==> config.mk <==
export PLATFORM = sky130hd
export DESIGN_NAME = partition_fit_allocator_unit
export DESIGN_NICKNAME = d
export VERILOG_FILES = /design/src/rtl/core/pfa_pkg.sv /design/src/rtl/core/pfa_ctrl.sv /design/src/rtl/core/pfa_datapath.sv /design/src/rtl/core/partition_fit_allocator_unit.sv
export SDC_FILE = /design/constraint.sdc
export NUM_CORES = 2
export LEC_CHECK = 0
export BUFFER_PORTS_ARGS = -buffer_cell sky130_fd_sc_hd__buf_4
export CAP_MARGIN = 30
export CELL_PAD_IN_SITES_DETAIL_PLACEMENT = 1
export CELL_PAD_IN_SITES_GLOBAL_PLACEMENT = 1
export CORE_MARGIN = 2
export CORE_UTILIZATION = 51
export DETAILED_ROUTE_END_ITERATION = 7
export GPL_ROUTABILITY_DRIVEN = 0
export HOLD_SLACK_MARGIN = 0.05
export PLACE_DENSITY_LB_ADDON = 0.1
export SETUP_SLACK_MARGIN = 0.3
export SLEW_MARGIN = 10
export SYNTH_ARGS = -nofsm -noshare
export SYNTH_HDL_FRONTEND = slang
export SYNTH_SLANG_ARGS = --single-unit
==> constraint.sdc <==
create_clock -name aclk -period 9.9 [get_ports aclk]
set_input_delay 0.495 -clock aclk [delete_from_list [all_inputs] [get_ports aclk]]
set_output_delay 0.495 -clock aclk [all_outputs]
set_load 0.1 [all_outputs]
==> src/rtl/core/pfa_pkg.sv <==
// ============================================================================
// pfa_pkg: shared types and constants of the partition fit allocator
// Word layouts, operation and status codes, controller/datapath interface.
// ============================================================================
`timescale 1ns / 1ps

package pfa_pkg;

    localparam int FUNC_W     = 2;
    localparam int AMT_W      = 31;
    localparam int SLOT_W     = 2;
    localparam int STAT_W     = 3;
    localparam int START_W    = 31;
    localparam int SPACE_W    = 31;
    localparam int MODE_W     = 2;
    localparam int BASE_W     = 16;
    localparam int CFG_IDX_W  = 2;
    localparam int CFG_DATA_W = 31;

    // register reset values
    localparam logic [SPACE_W-1:0] SPACE_RST = 31'd1048576;
    localparam logic [MODE_W-1:0]  MODE_RST  = 2'd1;
    localparam logic [BASE_W-1:0]  BASE_RST  = 16'd128;

    // register indexes
    localparam logic [CFG_IDX_W-1:0] REG_SPACE = 2'd0;
    localparam logic [CFG_IDX_W-1:0] REG_FIT   = 2'd1;
    localparam logic [CFG_IDX_W-1:0] REG_BASE  = 2'd2;

    // placement policy; the unused code behaves as first fit
    localparam logic [MODE_W-1:0] FIT_FIRST = 2'd0;
    localparam logic [MODE_W-1:0] FIT_BEST  = 2'd1;
    localparam logic [MODE_W-1:0] FIT_WORST = 2'd2;

    typedef enum logic [FUNC_W-1:0] {
        FUNC_CREATE = 2'd0,
        FUNC_DELETE = 2'd1,
        FUNC_GROW   = 2'd2,
        FUNC_NOP    = 2'd3
    } pfa_func_t;

    typedef enum logic [STAT_W-1:0] {
        ST_OK         = 3'd0,
        ST_NO_GAP     = 3'd1,
        ST_FULL       = 3'd2,
        ST_SECOND_EXT = 3'd3,
        ST_INACTIVE   = 3'd4,
        ST_LIMIT      = 3'd5
    } pfa_status_t;

    typedef struct packed {
        logic [FUNC_W-1:0] func;
        logic [AMT_W-1:0]  amount;
        logic              is_extended;
        logic [SLOT_W-1:0] slot;
    } pfa_in_t;

    typedef struct packed {
        logic [STAT_W-1:0]  status;
        logic [START_W-1:0] placed_start;
        logic [SLOT_W-1:0]  placed_slot;
    } pfa_out_t;

    // datapath operations issued by the controller
    typedef enum logic [2:0] {
        OP_NONE   = 3'd0,
        OP_LATCH  = 3'd1,
        OP_DECODE = 3'd2,
        OP_SCAN   = 3'd3,
        OP_PLACE  = 3'd4,
        OP_GSUM   = 3'd5,
        OP_GEND   = 3'd6,
        OP_GCHK   = 3'd7
    } pfa_op_t;

    typedef struct packed {
        pfa_op_t op;
        logic    load_out;
    } pfa_cmd_t;

    typedef struct packed {
        pfa_func_t func;
        logic      pre_err;
        logic      scan_done;
    } pfa_stat_t;

endpackage

==> src/rtl/core/pfa_ctrl.sv <==
// ============================================================================
// pfa_ctrl: request sequencer of the partition fit allocator
// Steps the datapath through decode, gap scan, placement or grow check.
// ============================================================================
`timescale 1ns / 1ps

module pfa_ctrl import pfa_pkg::*; (
    input  logic      aclk,
    input  logic      aresetn,
    input  logic      s_valid,
    output logic      s_ready,
    output logic      m_valid,
    input  logic      m_ready,
    input  pfa_stat_t stat,
    output pfa_cmd_t  cmd
);

    typedef enum logic [2:0] {
        S_IDLE, S_DECODE, S_SCAN, S_PLACE, S_GSUM, S_GEND, S_GCHK, S_RESULT
    } state_t;

    state_t state_reg, state_next;
    logic   out_vld_reg, out_vld_next;

    always_comb begin
        state_next   = state_reg;
        out_vld_next = out_vld_reg;
        cmd          = '{op: OP_NONE, load_out: 1'b0};
        if (out_vld_reg && m_ready) begin
            out_vld_next = 1'b0;
        end
        case (state_reg)
            S_IDLE: begin
                if (s_valid) begin
                    cmd.op     = OP_LATCH;
                    state_next = S_DECODE;
                end
            end
            S_DECODE: begin
                cmd.op = OP_DECODE;
                if (!stat.pre_err && stat.func == FUNC_CREATE) begin
                    state_next = S_SCAN;
                end else if (!stat.pre_err && stat.func == FUNC_GROW) begin
                    state_next = S_GSUM;
                end else begin
                    state_next = S_RESULT;
                end
            end
            S_SCAN: begin
                cmd.op = OP_SCAN;
                if (stat.scan_done) begin
                    state_next = S_PLACE;
                end
            end
            S_PLACE: begin
                cmd.op     = OP_PLACE;
                state_next = S_RESULT;
            end
            S_GSUM: begin
                cmd.op     = OP_GSUM;
                state_next = S_GEND;
            end
            S_GEND: begin
                cmd.op     = OP_GEND;
                state_next = S_GCHK;
            end
            S_GCHK: begin
                cmd.op     = OP_GCHK;
                state_next = S_RESULT;
            end
            S_RESULT: begin
                // wait for the output register to free up
                if (!out_vld_reg || m_ready) begin
                    cmd.load_out = 1'b1;
                    out_vld_next = 1'b1;
                    state_next   = S_IDLE;
                end
            end
            default: begin
                state_next = S_IDLE;
            end
        endcase
    end

    always_ff @(posedge aclk) begin
        if (!aresetn) begin
            state_reg   <= S_IDLE;
            out_vld_reg <= 1'b0;
        end else begin
            state_reg   <= state_next;
            out_vld_reg <= out_vld_next;
        end
    end

    assign s_ready = (state_reg == S_IDLE);
    assign m_valid = out_vld_reg;

endmodule

==> src/rtl/core/pfa_datapath.sv <==
// ============================================================================
// pfa_datapath: region table, gap scanner and grow checker
// Holds the sorted table, the configuration and the result registers.
// ============================================================================
`timescale 1ns / 1ps

module pfa_datapath import pfa_pkg::*; #(
    parameter int SLOTS     = 4,
    parameter int ADDR_BITS = 31
) (
    input  logic                  aclk,
    input  logic                  aresetn,
    input  pfa_cmd_t              cmd,
    output pfa_stat_t             stat,
    input  pfa_in_t               s_data,
    input  logic                  cfg_we,
    input  logic [CFG_IDX_W-1:0]  cfg_index,
    input  logic [CFG_DATA_W-1:0] cfg_wdata,
    output pfa_out_t              m_data
);

    localparam int SW = $clog2(SLOTS);
    localparam int IW = $clog2(SLOTS + 2);
    localparam int PW = ((ADDR_BITS > SPACE_W) ? ADDR_BITS : SPACE_W) + 1;
    localparam int EW = PW + 1;

    typedef struct packed {
        logic                 active;
        logic [ADDR_BITS-1:0] start;
        logic [ADDR_BITS-1:0] size;
        logic                 ext;
    } entry_t;

    entry_t              tbl_reg [SLOTS];
    entry_t              tbl_next[SLOTS];
    logic [SPACE_W-1:0]  space_reg, space_next;
    logic [MODE_W-1:0]   mode_reg, mode_next;
    logic [BASE_W-1:0]   base_reg, base_next;
    pfa_in_t             req_reg, req_next;
    pfa_out_t            res_reg, res_next;
    pfa_out_t            out_reg, out_next;

    // gap scan
    logic [IW-1:0]       scan_idx_reg, scan_idx_next;
    logic [PW-1:0]       prev_reg, prev_next;
    logic                gap_vld_reg, gap_vld_next;
    logic [PW-1:0]       gap_start_reg, gap_start_next;
    logic [PW-1:0]       gap_len_reg, gap_len_next;
    logic                found_reg, found_next;
    logic [PW-1:0]       best_start_reg, best_start_next;
    logic [PW-1:0]       best_len_reg, best_len_next;

    // grow
    logic [PW-1:0]        sum_reg, sum_next;
    logic [ADDR_BITS-1:0] cur_start_reg, cur_start_next;
    logic [EW-1:0]        end_reg, end_next;
    logic                 nxt_vld_reg, nxt_vld_next;
    logic [ADDR_BITS-1:0] nxt_start_reg, nxt_start_next;

    // indexed table read port
    logic [SW-1:0]  rd_idx;
    entry_t         rd_entry;
    logic [SW-1:0]  slot_idx;
    logic [SW:0]    slot_p1;
    logic           slot_ok;
    logic           nxt_in_range;

    logic [SLOTS-1:0]     act_vec;
    logic [SLOTS-1:0]     ext_vec;
    logic [SLOTS-1:0]     le_vec;
    logic                 tbl_full;
    logic                 have_ext;
    logic                 idx_lt;
    logic                 idx_eq;
    logic [PW-1:0]        ent_end;
    logic [PW-1:0]        g_lim;
    logic [PW-1:0]        g_len;
    logic                 take;
    logic                 better;
    logic [ADDR_BITS-1:0] new_start;
    logic [SW:0]          ins_pos;
    entry_t               new_ent;
    logic                 grow_fail;

    assign slot_idx     = SW'(req_reg.slot);
    assign slot_p1      = (SW+1)'(slot_idx) + (SW+1)'(1);
    assign nxt_in_range = int'(slot_p1) < SLOTS;

    always_comb begin
        case (cmd.op)
            OP_SCAN: rd_idx = scan_idx_reg[SW-1:0];
            OP_GEND: rd_idx = slot_p1[SW-1:0];
            default: rd_idx = slot_idx;
        endcase
    end

    assign rd_entry = tbl_reg[rd_idx];
    assign slot_ok  = (int'(req_reg.slot) < SLOTS) && rd_entry.active;

    always_comb begin
        for (int j = 0; j < SLOTS; j++) begin
            act_vec[j] = tbl_reg[j].active;
            ext_vec[j] = tbl_reg[j].active && tbl_reg[j].ext;
            le_vec[j]  = tbl_reg[j].active && (tbl_reg[j].start <= new_start);
        end
    end

    assign tbl_full = &act_vec;
    assign have_ext = |ext_vec;

    // stage one of the scan: gap ahead of the entry, or the tail gap
    assign idx_lt  = int'(scan_idx_reg) < SLOTS;
    assign idx_eq  = int'(scan_idx_reg) == SLOTS;
    assign ent_end = PW'(rd_entry.start) + PW'(rd_entry.size);
    assign g_lim   = idx_lt ? PW'(rd_entry.start) : PW'(space_reg);
    assign g_len   = (g_lim > prev_reg) ? (g_lim - prev_reg) : '0;

    // stage two: fit decision on the registered gap
    assign take   = gap_vld_reg && (gap_len_reg >= PW'(req_reg.amount));
    assign better = ((mode_reg == FIT_BEST) && (gap_len_reg < best_len_reg)) ||
                    ((mode_reg == FIT_WORST) && (gap_len_reg > best_len_reg));

    // insertion point keeps the table sorted, equal starts stay ahead
    assign new_start = best_start_reg[ADDR_BITS-1:0];
    assign ins_pos   = (SW+1)'($countones(le_vec));
    assign new_ent   = '{active: 1'b1,
                         start:  new_start,
                         size:   ADDR_BITS'(PW'(req_reg.amount)),
                         ext:    req_reg.is_extended};

    assign grow_fail = (nxt_vld_reg && (end_reg > EW'(nxt_start_reg))) ||
                       (end_reg > EW'(space_reg));

    always_comb begin
        case (pfa_func_t'(req_reg.func))
            FUNC_CREATE: stat.pre_err = (req_reg.is_extended && have_ext) || tbl_full ||
                                        (req_reg.amount == '0);
            FUNC_DELETE: stat.pre_err = !slot_ok;
            FUNC_GROW:   stat.pre_err = !slot_ok;
            default:     stat.pre_err = 1'b1;
        endcase
        stat.func      = pfa_func_t'(req_reg.func);
        stat.scan_done = int'(scan_idx_reg) == (SLOTS + 1);
    end

    always_comb begin
        tbl_next        = tbl_reg;
        space_next      = space_reg;
        mode_next       = mode_reg;
        base_next       = base_reg;
        req_next        = req_reg;
        res_next        = res_reg;
        out_next        = out_reg;
        scan_idx_next   = scan_idx_reg;
        prev_next       = prev_reg;
        gap_vld_next    = gap_vld_reg;
        gap_start_next  = gap_start_reg;
        gap_len_next    = gap_len_reg;
        found_next      = found_reg;
        best_start_next = best_start_reg;
        best_len_next   = best_len_reg;
        sum_next        = sum_reg;
        cur_start_next  = cur_start_reg;
        end_next        = end_reg;
        nxt_vld_next    = nxt_vld_reg;
        nxt_start_next  = nxt_start_reg;

        case (cmd.op)
            OP_LATCH: begin
                req_next = s_data;
            end
            OP_DECODE: begin
                res_next      = '0;
                scan_idx_next = '0;
                prev_next     = PW'(base_reg);
                gap_vld_next  = 1'b0;
                found_next    = 1'b0;
                case (pfa_func_t'(req_reg.func))
                    FUNC_CREATE: begin
                        if (req_reg.is_extended && have_ext) begin
                            res_next.status = ST_SECOND_EXT;
                        end else if (tbl_full) begin
                            res_next.status = ST_FULL;
                        end else if (req_reg.amount == '0) begin
                            res_next.status = ST_NO_GAP;
                        end
                    end
                    FUNC_DELETE: begin
                        if (!slot_ok) begin
                            res_next.status = ST_INACTIVE;
                        end else begin
                            res_next.placed_start = START_W'(rd_entry.start);
                            res_next.placed_slot  = req_reg.slot;
                            // close the hole, free entries stay zero
                            for (int j = 0; j < SLOTS - 1; j++) begin
                                if (j >= int'(slot_idx)) begin
                                    tbl_next[j] = tbl_reg[j+1];
                                end
                            end
                            tbl_next[SLOTS-1] = '0;
                        end
                    end
                    FUNC_GROW: begin
                        if (!slot_ok) begin
                            res_next.status = ST_INACTIVE;
                        end
                    end
                    default: begin
                    end
                endcase
            end
            OP_SCAN: begin
                scan_idx_next = scan_idx_reg + IW'(1);
                if (idx_lt || idx_eq) begin
                    gap_vld_next   = idx_lt ? rd_entry.active : 1'b1;
                    gap_start_next = prev_reg;
                    gap_len_next   = g_len;
                    if (idx_lt && rd_entry.active && (ent_end > prev_reg)) begin
                        prev_next = ent_end;
                    end
                end else begin
                    gap_vld_next = 1'b0;
                end
                if (take) begin
                    if (!found_reg) begin
                        found_next      = 1'b1;
                        best_start_next = gap_start_reg;
                        best_len_next   = gap_len_reg;
                    end else if (better) begin
                        best_start_next = gap_start_reg;
                        best_len_next   = gap_len_reg;
                    end
                end
            end
            OP_PLACE: begin
                if (found_reg) begin
                    if (ins_pos == '0) begin
                        tbl_next[0] = new_ent;
                    end
                    for (int j = 1; j < SLOTS; j++) begin
                        if (j == int'(ins_pos)) begin
                            tbl_next[j] = new_ent;
                        end else if (j > int'(ins_pos)) begin
                            tbl_next[j] = tbl_reg[j-1];
                        end
                    end
                    res_next.status       = ST_OK;
                    res_next.placed_start = START_W'(best_start_reg);
                    res_next.placed_slot  = SLOT_W'(ins_pos);
                end else begin
                    res_next.status = ST_NO_GAP;
                end
            end
            OP_GSUM: begin
                sum_next       = PW'(rd_entry.size) + PW'(req_reg.amount);
                cur_start_next = rd_entry.start;
            end
            OP_GEND: begin
                end_next       = EW'(cur_start_reg) + EW'(sum_reg);
                nxt_vld_next   = nxt_in_range && rd_entry.active;
                nxt_start_next = rd_entry.start;
            end
            OP_GCHK: begin
                if (grow_fail) begin
                    res_next.status = ST_LIMIT;
                end else begin
                    tbl_next[slot_idx].size = sum_reg[ADDR_BITS-1:0];
                    res_next.status         = ST_OK;
                    res_next.placed_start   = START_W'(cur_start_reg);
                    res_next.placed_slot    = req_reg.slot;
                end
            end
            default: begin
            end
        endcase

        if (cmd.load_out) begin
            out_next = res_reg;
        end

        if (cfg_we) begin
            case (cfg_index)
                REG_SPACE: space_next = cfg_wdata[SPACE_W-1:0];
                REG_FIT:   mode_next  = cfg_wdata[MODE_W-1:0];
                REG_BASE:  base_next  = cfg_wdata[BASE_W-1:0];
                default: begin
                end
            endcase
        end
    end

    always_ff @(posedge aclk) begin
        if (!aresetn) begin
            for (int j = 0; j < SLOTS; j++) begin
                tbl_reg[j].active <= 1'b0;
            end
            space_reg <= SPACE_RST;
            mode_reg  <= MODE_RST;
            base_reg  <= BASE_RST;
        end else begin
            tbl_reg   <= tbl_next;
            space_reg <= space_next;
            mode_reg  <= mode_next;
            base_reg  <= base_next;
        end
    end

    always_ff @(posedge aclk) begin
        req_reg        <= req_next;
        res_reg        <= res_next;
        out_reg        <= out_next;
        scan_idx_reg   <= scan_idx_next;
        prev_reg       <= prev_next;
        gap_vld_reg    <= gap_vld_next;
        gap_start_reg  <= gap_start_next;
        gap_len_reg    <= gap_len_next;
        found_reg      <= found_next;
        best_start_reg <= best_start_next;
        best_len_reg   <= best_len_next;
        sum_reg        <= sum_next;
        cur_start_reg  <= cur_start_next;
        end_reg        <= end_next;
        nxt_vld_reg    <= nxt_vld_next;
        nxt_start_reg  <= nxt_start_next;
    end

    assign m_data = out_reg;

endmodule

==> src/rtl/core/partition_fit_allocator_unit.sv <==
// ============================================================================
// One request at a time; the gap scan of a create steps one table slot per cycle.
// Reset (aresetn low, synchronous): all slots inactive, registers to defaults.
// partition_fit_allocator_unit: region table allocator, top level
// ============================================================================
`timescale 1ns / 1ps

module partition_fit_allocator_unit import pfa_pkg::*; #(
    parameter int SLOTS     = 4,
    parameter int ADDR_BITS = 31
) (
    input  logic                  aclk,
    input  logic                  aresetn,
    // request words
    input  logic                  s_valid,
    output logic                  s_ready,
    input  pfa_in_t               s_data,
    // result words
    output logic                  m_valid,
    input  logic                  m_ready,
    output pfa_out_t              m_data,
    // configuration writes
    input  logic                  cfg_we,
    input  logic [CFG_IDX_W-1:0]  cfg_index,
    input  logic [CFG_DATA_W-1:0] cfg_wdata
);

    // The controller walks one request at a time:
    //   decode   - operand checks; delete commits here (table compacts)
    //   scan     - each of the SLOTS+1 gaps is measured in one cycle and
    //              judged against the fit policy in the next
    //   place    - insert at the sorted position, later entries shift up
    //   grow     - size sum, new end, then bounds check against the next
    //              region and the end of the space
    //   result   - move into the output register once it is free
    // A request word is taken again as soon as the result is parked in the
    // output register, even while that word still waits for m_ready.

    pfa_cmd_t  cmd;
    pfa_stat_t stat;

    pfa_ctrl u_ctrl (
        .aclk    (aclk),
        .aresetn (aresetn),
        .s_valid (s_valid),
        .s_ready (s_ready),
        .m_valid (m_valid),
        .m_ready (m_ready),
        .stat    (stat),
        .cmd     (cmd)
    );

    pfa_datapath #(
        .SLOTS     (SLOTS),
        .ADDR_BITS (ADDR_BITS)
    ) u_datapath (
        .aclk      (aclk),
        .aresetn   (aresetn),
        .cmd       (cmd),
        .stat      (stat),
        .s_data    (s_data),
        .cfg_we    (cfg_we),
        .cfg_index (cfg_index),
        .cfg_wdata (cfg_wdata),
        .m_data    (m_data)
    );

    // one request in flight: no second accept right after the first
    a_one_in_flight: assert property (@(posedge aclk) disable iff (!aresetn)
        (s_valid && s_ready) |=> !s_ready)
        else $error("request accepted while busy");

    // error results carry no placement
    a_err_clean: assert property (@(posedge aclk) disable iff (!aresetn)
        (m_valid && (m_data.status != ST_OK)) |->
            ((m_data.placed_start == '0) && (m_data.placed_slot == '0)))
        else $error("error result with placement fields set");

    // a result never overwrites an unread one
    a_no_overwrite: assert property (@(posedge aclk) disable iff (!aresetn)
        cmd.load_out |-> (!m_valid || m_ready))
        else $error("output register overwritten");

endmodule
Word-level counts from Yosys, hierarchy flattened
Cells that the tools add are included.
{"block": "totals", "regBits": 708, "wordCells": 239, "out_inout_bits": 38}
{"block": "op_classes", "bitwise": 2, "order_cmp": 22, "n_reduce_logical": 57, "add_sub_neg": 9, "eq_ne": 43, "mux": 62}
{"op": "256-bit two-way mux", "count": 4}
{"op": "64-bit two-way mux", "count": 12}
{"op": "256-bit one-hot mux with 3 select lines", "count": 1}
{"op": "256-bit bitwise mux", "count": 1}
{"op": "32-bit two-way mux", "count": 5}
{"op": "33-bit two-way mux", "count": 4}
{"op": "64-bit binary-select mux with 2-bit select", "count": 1}
{"op": "64-bit demux with 2-bit select", "count": 1}
{"op": "31-bit <= comparator", "count": 4}
{"op": "36-bit one-hot mux with 3 select lines", "count": 1}
{"op": "31-bit two-way mux", "count": 3}
{"op": "33-bit by 31-bit > comparator with 1-bit output", "count": 2}
{"op": "31-bit by 31-bit adder with 32-bit output", "count": 2}
{"op": "32-bit > comparator", "count": 2}
{"op": "32-bit one-hot mux with 2 select lines", "count": 1}
{"op": "3-bit one-hot mux with 7 select lines", "count": 2}
{"op": "31-bit by 32-bit adder with 33-bit output", "count": 1}
{"op": "32-bit by 31-bit >= comparator with 1-bit output", "count": 1}
{"op": "31-bit by 32-bit > comparator with 1-bit output", "count": 1}
{"op": "32-bit < comparator", "count": 1}
{"op": "31-bit by 32-bit subtractor with 32-bit output", "count": 1}
{"op": "31-bit zero test", "count": 1}
{"op": "3-bit equality test, second input constant", "count": 10}
{"op": "7-bit AND reduction", "count": 4}
{"op": "other kinds (41)", "count": 129}

Longest topological paths before layout
{"block": "depth", "depth_word": 15, "ltp_mapped": 31}

Modules after synthesis
A second synthesis with hierarchy kept.
{"block": "unflattened", "hier_cells": 3931, "hier_area_um2": 44246.2}
{"module": "pfa_datapath", "n_inst": 1, "area_per_inst_um2": 43988.4, "seq_area_each_um2": 20609.8, "cells_per_inst": 3900}
{"module": "pfa_ctrl", "n_inst": 1, "area_per_inst_um2": 257.7, "seq_area_each_um2": 80.1, "cells_per_inst": 31}

Worst setup path before layout
OpenSTA, ideal clock, no wires.
{"block": "synth_path", "kind": "reg2reg", "startpoint": "register u_datapath.best_start_reg[24]", "endpoint": "register u_datapath.tbl_reg[192] in the netlist's numbering (enable)", "stages_incl_launch_ff": 18, "n_path_buf": 0, "slack_ns": 1.970, "setup_time_ns": 0.561, "arrival_time_ns": 7.368, "synth_period_minus_slack_ns": 7.930, "required_ns": 9.339, "path_cell_list": "edfxtp_1 > inv_1 > ha_1 > a21o_1 > a21o_1 > a21o_1 > a21oi_1 > nor2b_1 > o21ai_0 > nand2b_1 > a221o_1 > a21oi_1 > ha_1 > ha_1 > inv_1 > fa_1 > a21oi_1 > nor3_1"}
{"block": "synth_via", "elab_chain_len": 7}
{"element": "start: declaration", "line": "pfa_datapath.sv:50", "text": "logic [PW-1:0] best_start_reg, best_start_next;"}
{"element": "start signal: assignment", "line": "pfa_datapath.sv:318", "text": "best_start_reg <= best_start_next;"}
{"element": "31-bit <= comparator", "line": "pfa_datapath.sv:104", "text": "le_vec[j] = tbl_reg[j].active && (tbl_reg[j].start <= new_start);"}
{"element": "1-bit logical AND", "line": "pfa_datapath.sv:104"}
{"element": "1-bit by 1-bit adder with 2-bit output (implied by the code)", "line": "pfa_datapath.sv:125", "text": "assign ins_pos = (SW+1)'($countones(le_vec));"}
{"element": "3-bit adder (implied by the code) (*)", "line": "pfa_datapath.sv:125"}
{"element": "3-bit zero test (*)", "line": "pfa_datapath.sv:237", "text": "if (ins_pos == '0) begin"}
{"element": "2-bit by 1-bit inequality test with 1-bit output (no line) (*)"}
{"element": "8-bit AND reduction (no line) (*)"}
{"element": "end signal: assignment", "line": "pfa_datapath.sv:301", "text": "tbl_reg <= tbl_next;"}
{"element": "end: declaration", "line": "pfa_datapath.sv:34", "text": "entry_t tbl_reg [SLOTS];"}
Mark *: on every way between the ends. The rest lies on a longest branch, timed or not.
A chain may end at the register's enable or synchronous reset.

==> results.py <==
metrics = {
    "detailed_routing": {
        "dr.pass1.iters": 5,
        "topRoutingLayerUsed": "met5",
        "routed_via_density": 6.58,
        "routed-wl-met3_um": 12600,
        "num_vias": 37000,
        "antenna_left": 0,
        "drtIter0Drc": 3371,
        "wl_per_cell_um": 28.9,
        "route.detailed.drc": 0,
        "wl_um": 163000,
        "m1WireLength_um": 69900,
        "met2_length_um": 73900,
    },
    "clocking": {
        "clock-sinks": 708,
        "h-tree-depth": 3,
        "cts_tree": "yes",
        "cts_inserted_buffers": 83,
        "cts_resized": 0,
        "cts_max_path_buffers": 3,
        "root_buffer": "clkbuf_16",
        "worstSkewPairLatency_ps": 670,
        "clkSlewWorstSetupHoldPaths_ps": 60,
    },
    "power_and_ir_drop": {
        "ir_drop_mv": 0.169,
        "p_per_area_nw_per_um2": 232,
        "power_mw": 11.8,
        "power_leakage_nw": 20.5,
    },
    "setup_path": {
        "endpoint_kind": "flip-flop",
        "r2r_cells": 25,
        "regToRegSetupSlack_ps": 1390,
        "reg2reg_to": "u_datapath.prev_reg[8]",
        "worstSetupStartpointType": "flip-flop",
        "cp_slowest_stage_delay_ps": 840,
        "slowest_stage": "dfxtp_1",
        "critPathMaxFanout": 50,
        "cpMostUsedCell": "a21o_1",
        "critical_path_class": "reg -> reg",
        "critPathRequiredTime_ps": 10210,
        "worstPathArrival_ps": 8820,
        "r2r_start": "u_ctrl.state_reg[0]",
    },
    "outcome": {
        "status": "finished, final reports clean",
    },
    "hold_path": {
        "whs_endpoint": "u_datapath.space_reg[26]",
        "hold_class": "in -> reg",
        "hold_start": "cfg_wdata[26]",
        "holdPathStages": 3,
    },
    "yosys": {
        "synth_top_area_cell": "edfxtp_1",
        "async_flop_share_pct": 0,
        "synth_edf_count": 651,
        "syn_avg_cell_area_um2": 10.5,
        "yosys.area.top_type_share_pct": 43.3,
        "synth_area_um2": 45200,
        "ys_top_cells_by_area": "edfxtp_1 43%, ha_1 12%, mux2i_1 6.0%",
        "ys_seq_elements": 708,
        "synth_fp_nets": 4788,
        "seq_area_frac_synth_pct": 45.8,
        "yosys_warnings": 0,
        "synth_cell_type_count": 81,
        "postSynthCellCount": 4289,
        "ys.flop_type": "edfxtp_1",
    },
    "flow_run": {
        "drv_cap": 0,
    },
    "final_layout": {
        "diodes": 0,
        "area_delta_synth_final_pct": 12.3,
        "largest_register_ffs": 252,
        "fin_cells": 5628,
        "finalNetCount": 4894,
        "drive_gt1_share_pct": 10.6,
    },
    "sta": {
        "fmax_mhz": 117,
        "setup_viol": 0,
        "setup_tns_ps": 0,
        "slew_headroom_pct": 24.8,
        "slew_viol_final": 0,
        "finalHoldViolations": 0,
        "tightest_slew_ps": 1120,
        "fin_crit_sh_pct": 86.0,
        "rsz0062_at_grt": "no",
        "fin_crit_ps": 8510,
        "worst_clock_skew_ps": 24.9,
    },
    "grt": {
        "grt_max_degree": 82,
        "grt_pass1_wl_um": 241000,
        "grt_use_total_pct": 35.4,
        "grt-ovfl-total": 0,
        "grt_pass1_vias": 37200,
        "antenna_found_initial": 2,
    },
    "die": {
        "initial_core_util_pct": 51.3,
        "die_w_um": 302,
        "die-height_um": 302,
        "coreArea_um2": 88100,
        "row_count": 109,
        "io_pins": 112,
        "die-area_um2": 90900,
    },
    "placement": {
        "dpl.hpwl_um": 116000,
        "post-place-cells": 5434,
        "portBuffers": 111,
    },
}
[routing by layer]
| layer | vias up | global-route usage, % |
|---|---|---|
| li1 | 16400 | - |
| met1 | 18800 | 49.6 |
| met2 | 1565 | 55.5 |
| met3 | 324 | 5.06 |
| met4 | 4 | 13.6 |
| met5 | - | 0 |
[per-stage QoR]
step	cell area (µm²)	utilization [%]	hold slack (ps)	worst slack, ps
after floorplan	45200	-	400	1970
after global placement	47400	53.8	400	1840
after detailed placement	47400	53.9	406	1570
after CTS	50600	57.4	76.0	1500
after global routing	50700	57.6	108	932
final	50700	57.6	107	1390
[synthesized netlist by cell type (37+ instances only)]
master,n
edfxtp_1,651
ha_1,420
nand2_1,394
nor2_1,302
a21oi_1,294
mux2i_1,269
o21ai_0,260
inv_1,254
clkbuf_1,165
a21o_1,163
mux2_2,98
o221ai_1,95
nand4_1,72
a221o_1,70
a22oi_1,66
xnor2_1,62
dfxtp_1,57
a21boi_0,54
nand3_1,42
nor3_1,42
o22ai_1,37
[logic make-up (layout without fill, tap and decap cells)]
family	after synthesis	after routing	share of synthesized area, %
xor+xnor	97	97	1.88
flops	708	708	45.8
compound gates	1211	1211	17.9
fa+ha+maj	425	425	11.9
buf+inv	459	633	3.89
simple gates	1021	1021	10.2
mux	368	368	8.46
[worst max-delay path, delay by kind of cell (launching register included)]
family	cells	cell delay, ps
adders and majority gates	2	790
DFF	1	840
and+or+nand+nor	3	830
muxes	1	370
AOI/OAI and AO/OA	17	4530
buffers and inverters	2	750
[worst max-delay path by stage]
stage | cells past startpoint | start | slack, ps | endpoint
finish | 25 | u_ctrl.state_reg[0] | 1390 | u_datapath.prev_reg[8]
global route | 22 | u_ctrl.state_reg[0] | 930 | u_datapath.prev_reg[8]
CTS | 25 | u_ctrl.state_reg[0] | 1500 | u_datapath.prev_reg[20]
detailed placement | 25 | u_ctrl.state_reg[0] | 1570 | u_datapath.prev_reg[3]
global placement | 25 | u_ctrl.state_reg[0] | 1840 | u_datapath.prev_reg[3]
floorplan | 17 | u_datapath.best_start_reg[24] | 1970 | u_datapath.tbl_reg[192]
[repair_timing]
item	in CTS	in global routing
endpoints found under the hold margin	36	0
hold buffers	36	0
setup buffers	0	0
[power by group]
group          internal [mW]  switching (mW)  leakage [nW]
clock                   1.90            1.34          1.37
combinational           1.73            2.79          12.6
sequential              3.73           0.293          6.48
[cell type report]
class                      instances  area [µm²]
timing repair buffer             226        1910
multi-input combinational       3122       22900
tap                             1165        1460
clock buffer                     111        2340
inverter                         254         953
clock inverter                    42         465
fill                            9449       37400
sequential                       708       20700
[cell usage in the layout (no fill, tap or decap), types with 57 or more instances in the layout]
cell,Yosys,final
a21o_1,163,163
a21oi_1,294,293
a221o_1,70,69
a22oi_1,66,66
buf_4,1,181
clkbuf_16,0,87
dfxtp_1,57,57
edfxtp_1,651,651
ha_1,420,416
inv_1,254,254
mux2_2,98,98
mux2i_1,269,269
nand2_1,394,394
nand4_1,72,72
nor2_1,302,294
o21ai_0,260,260
o221ai_1,95,95
xnor2_1,62,62
No activity file was read; power rests on OpenSTA's default activity.
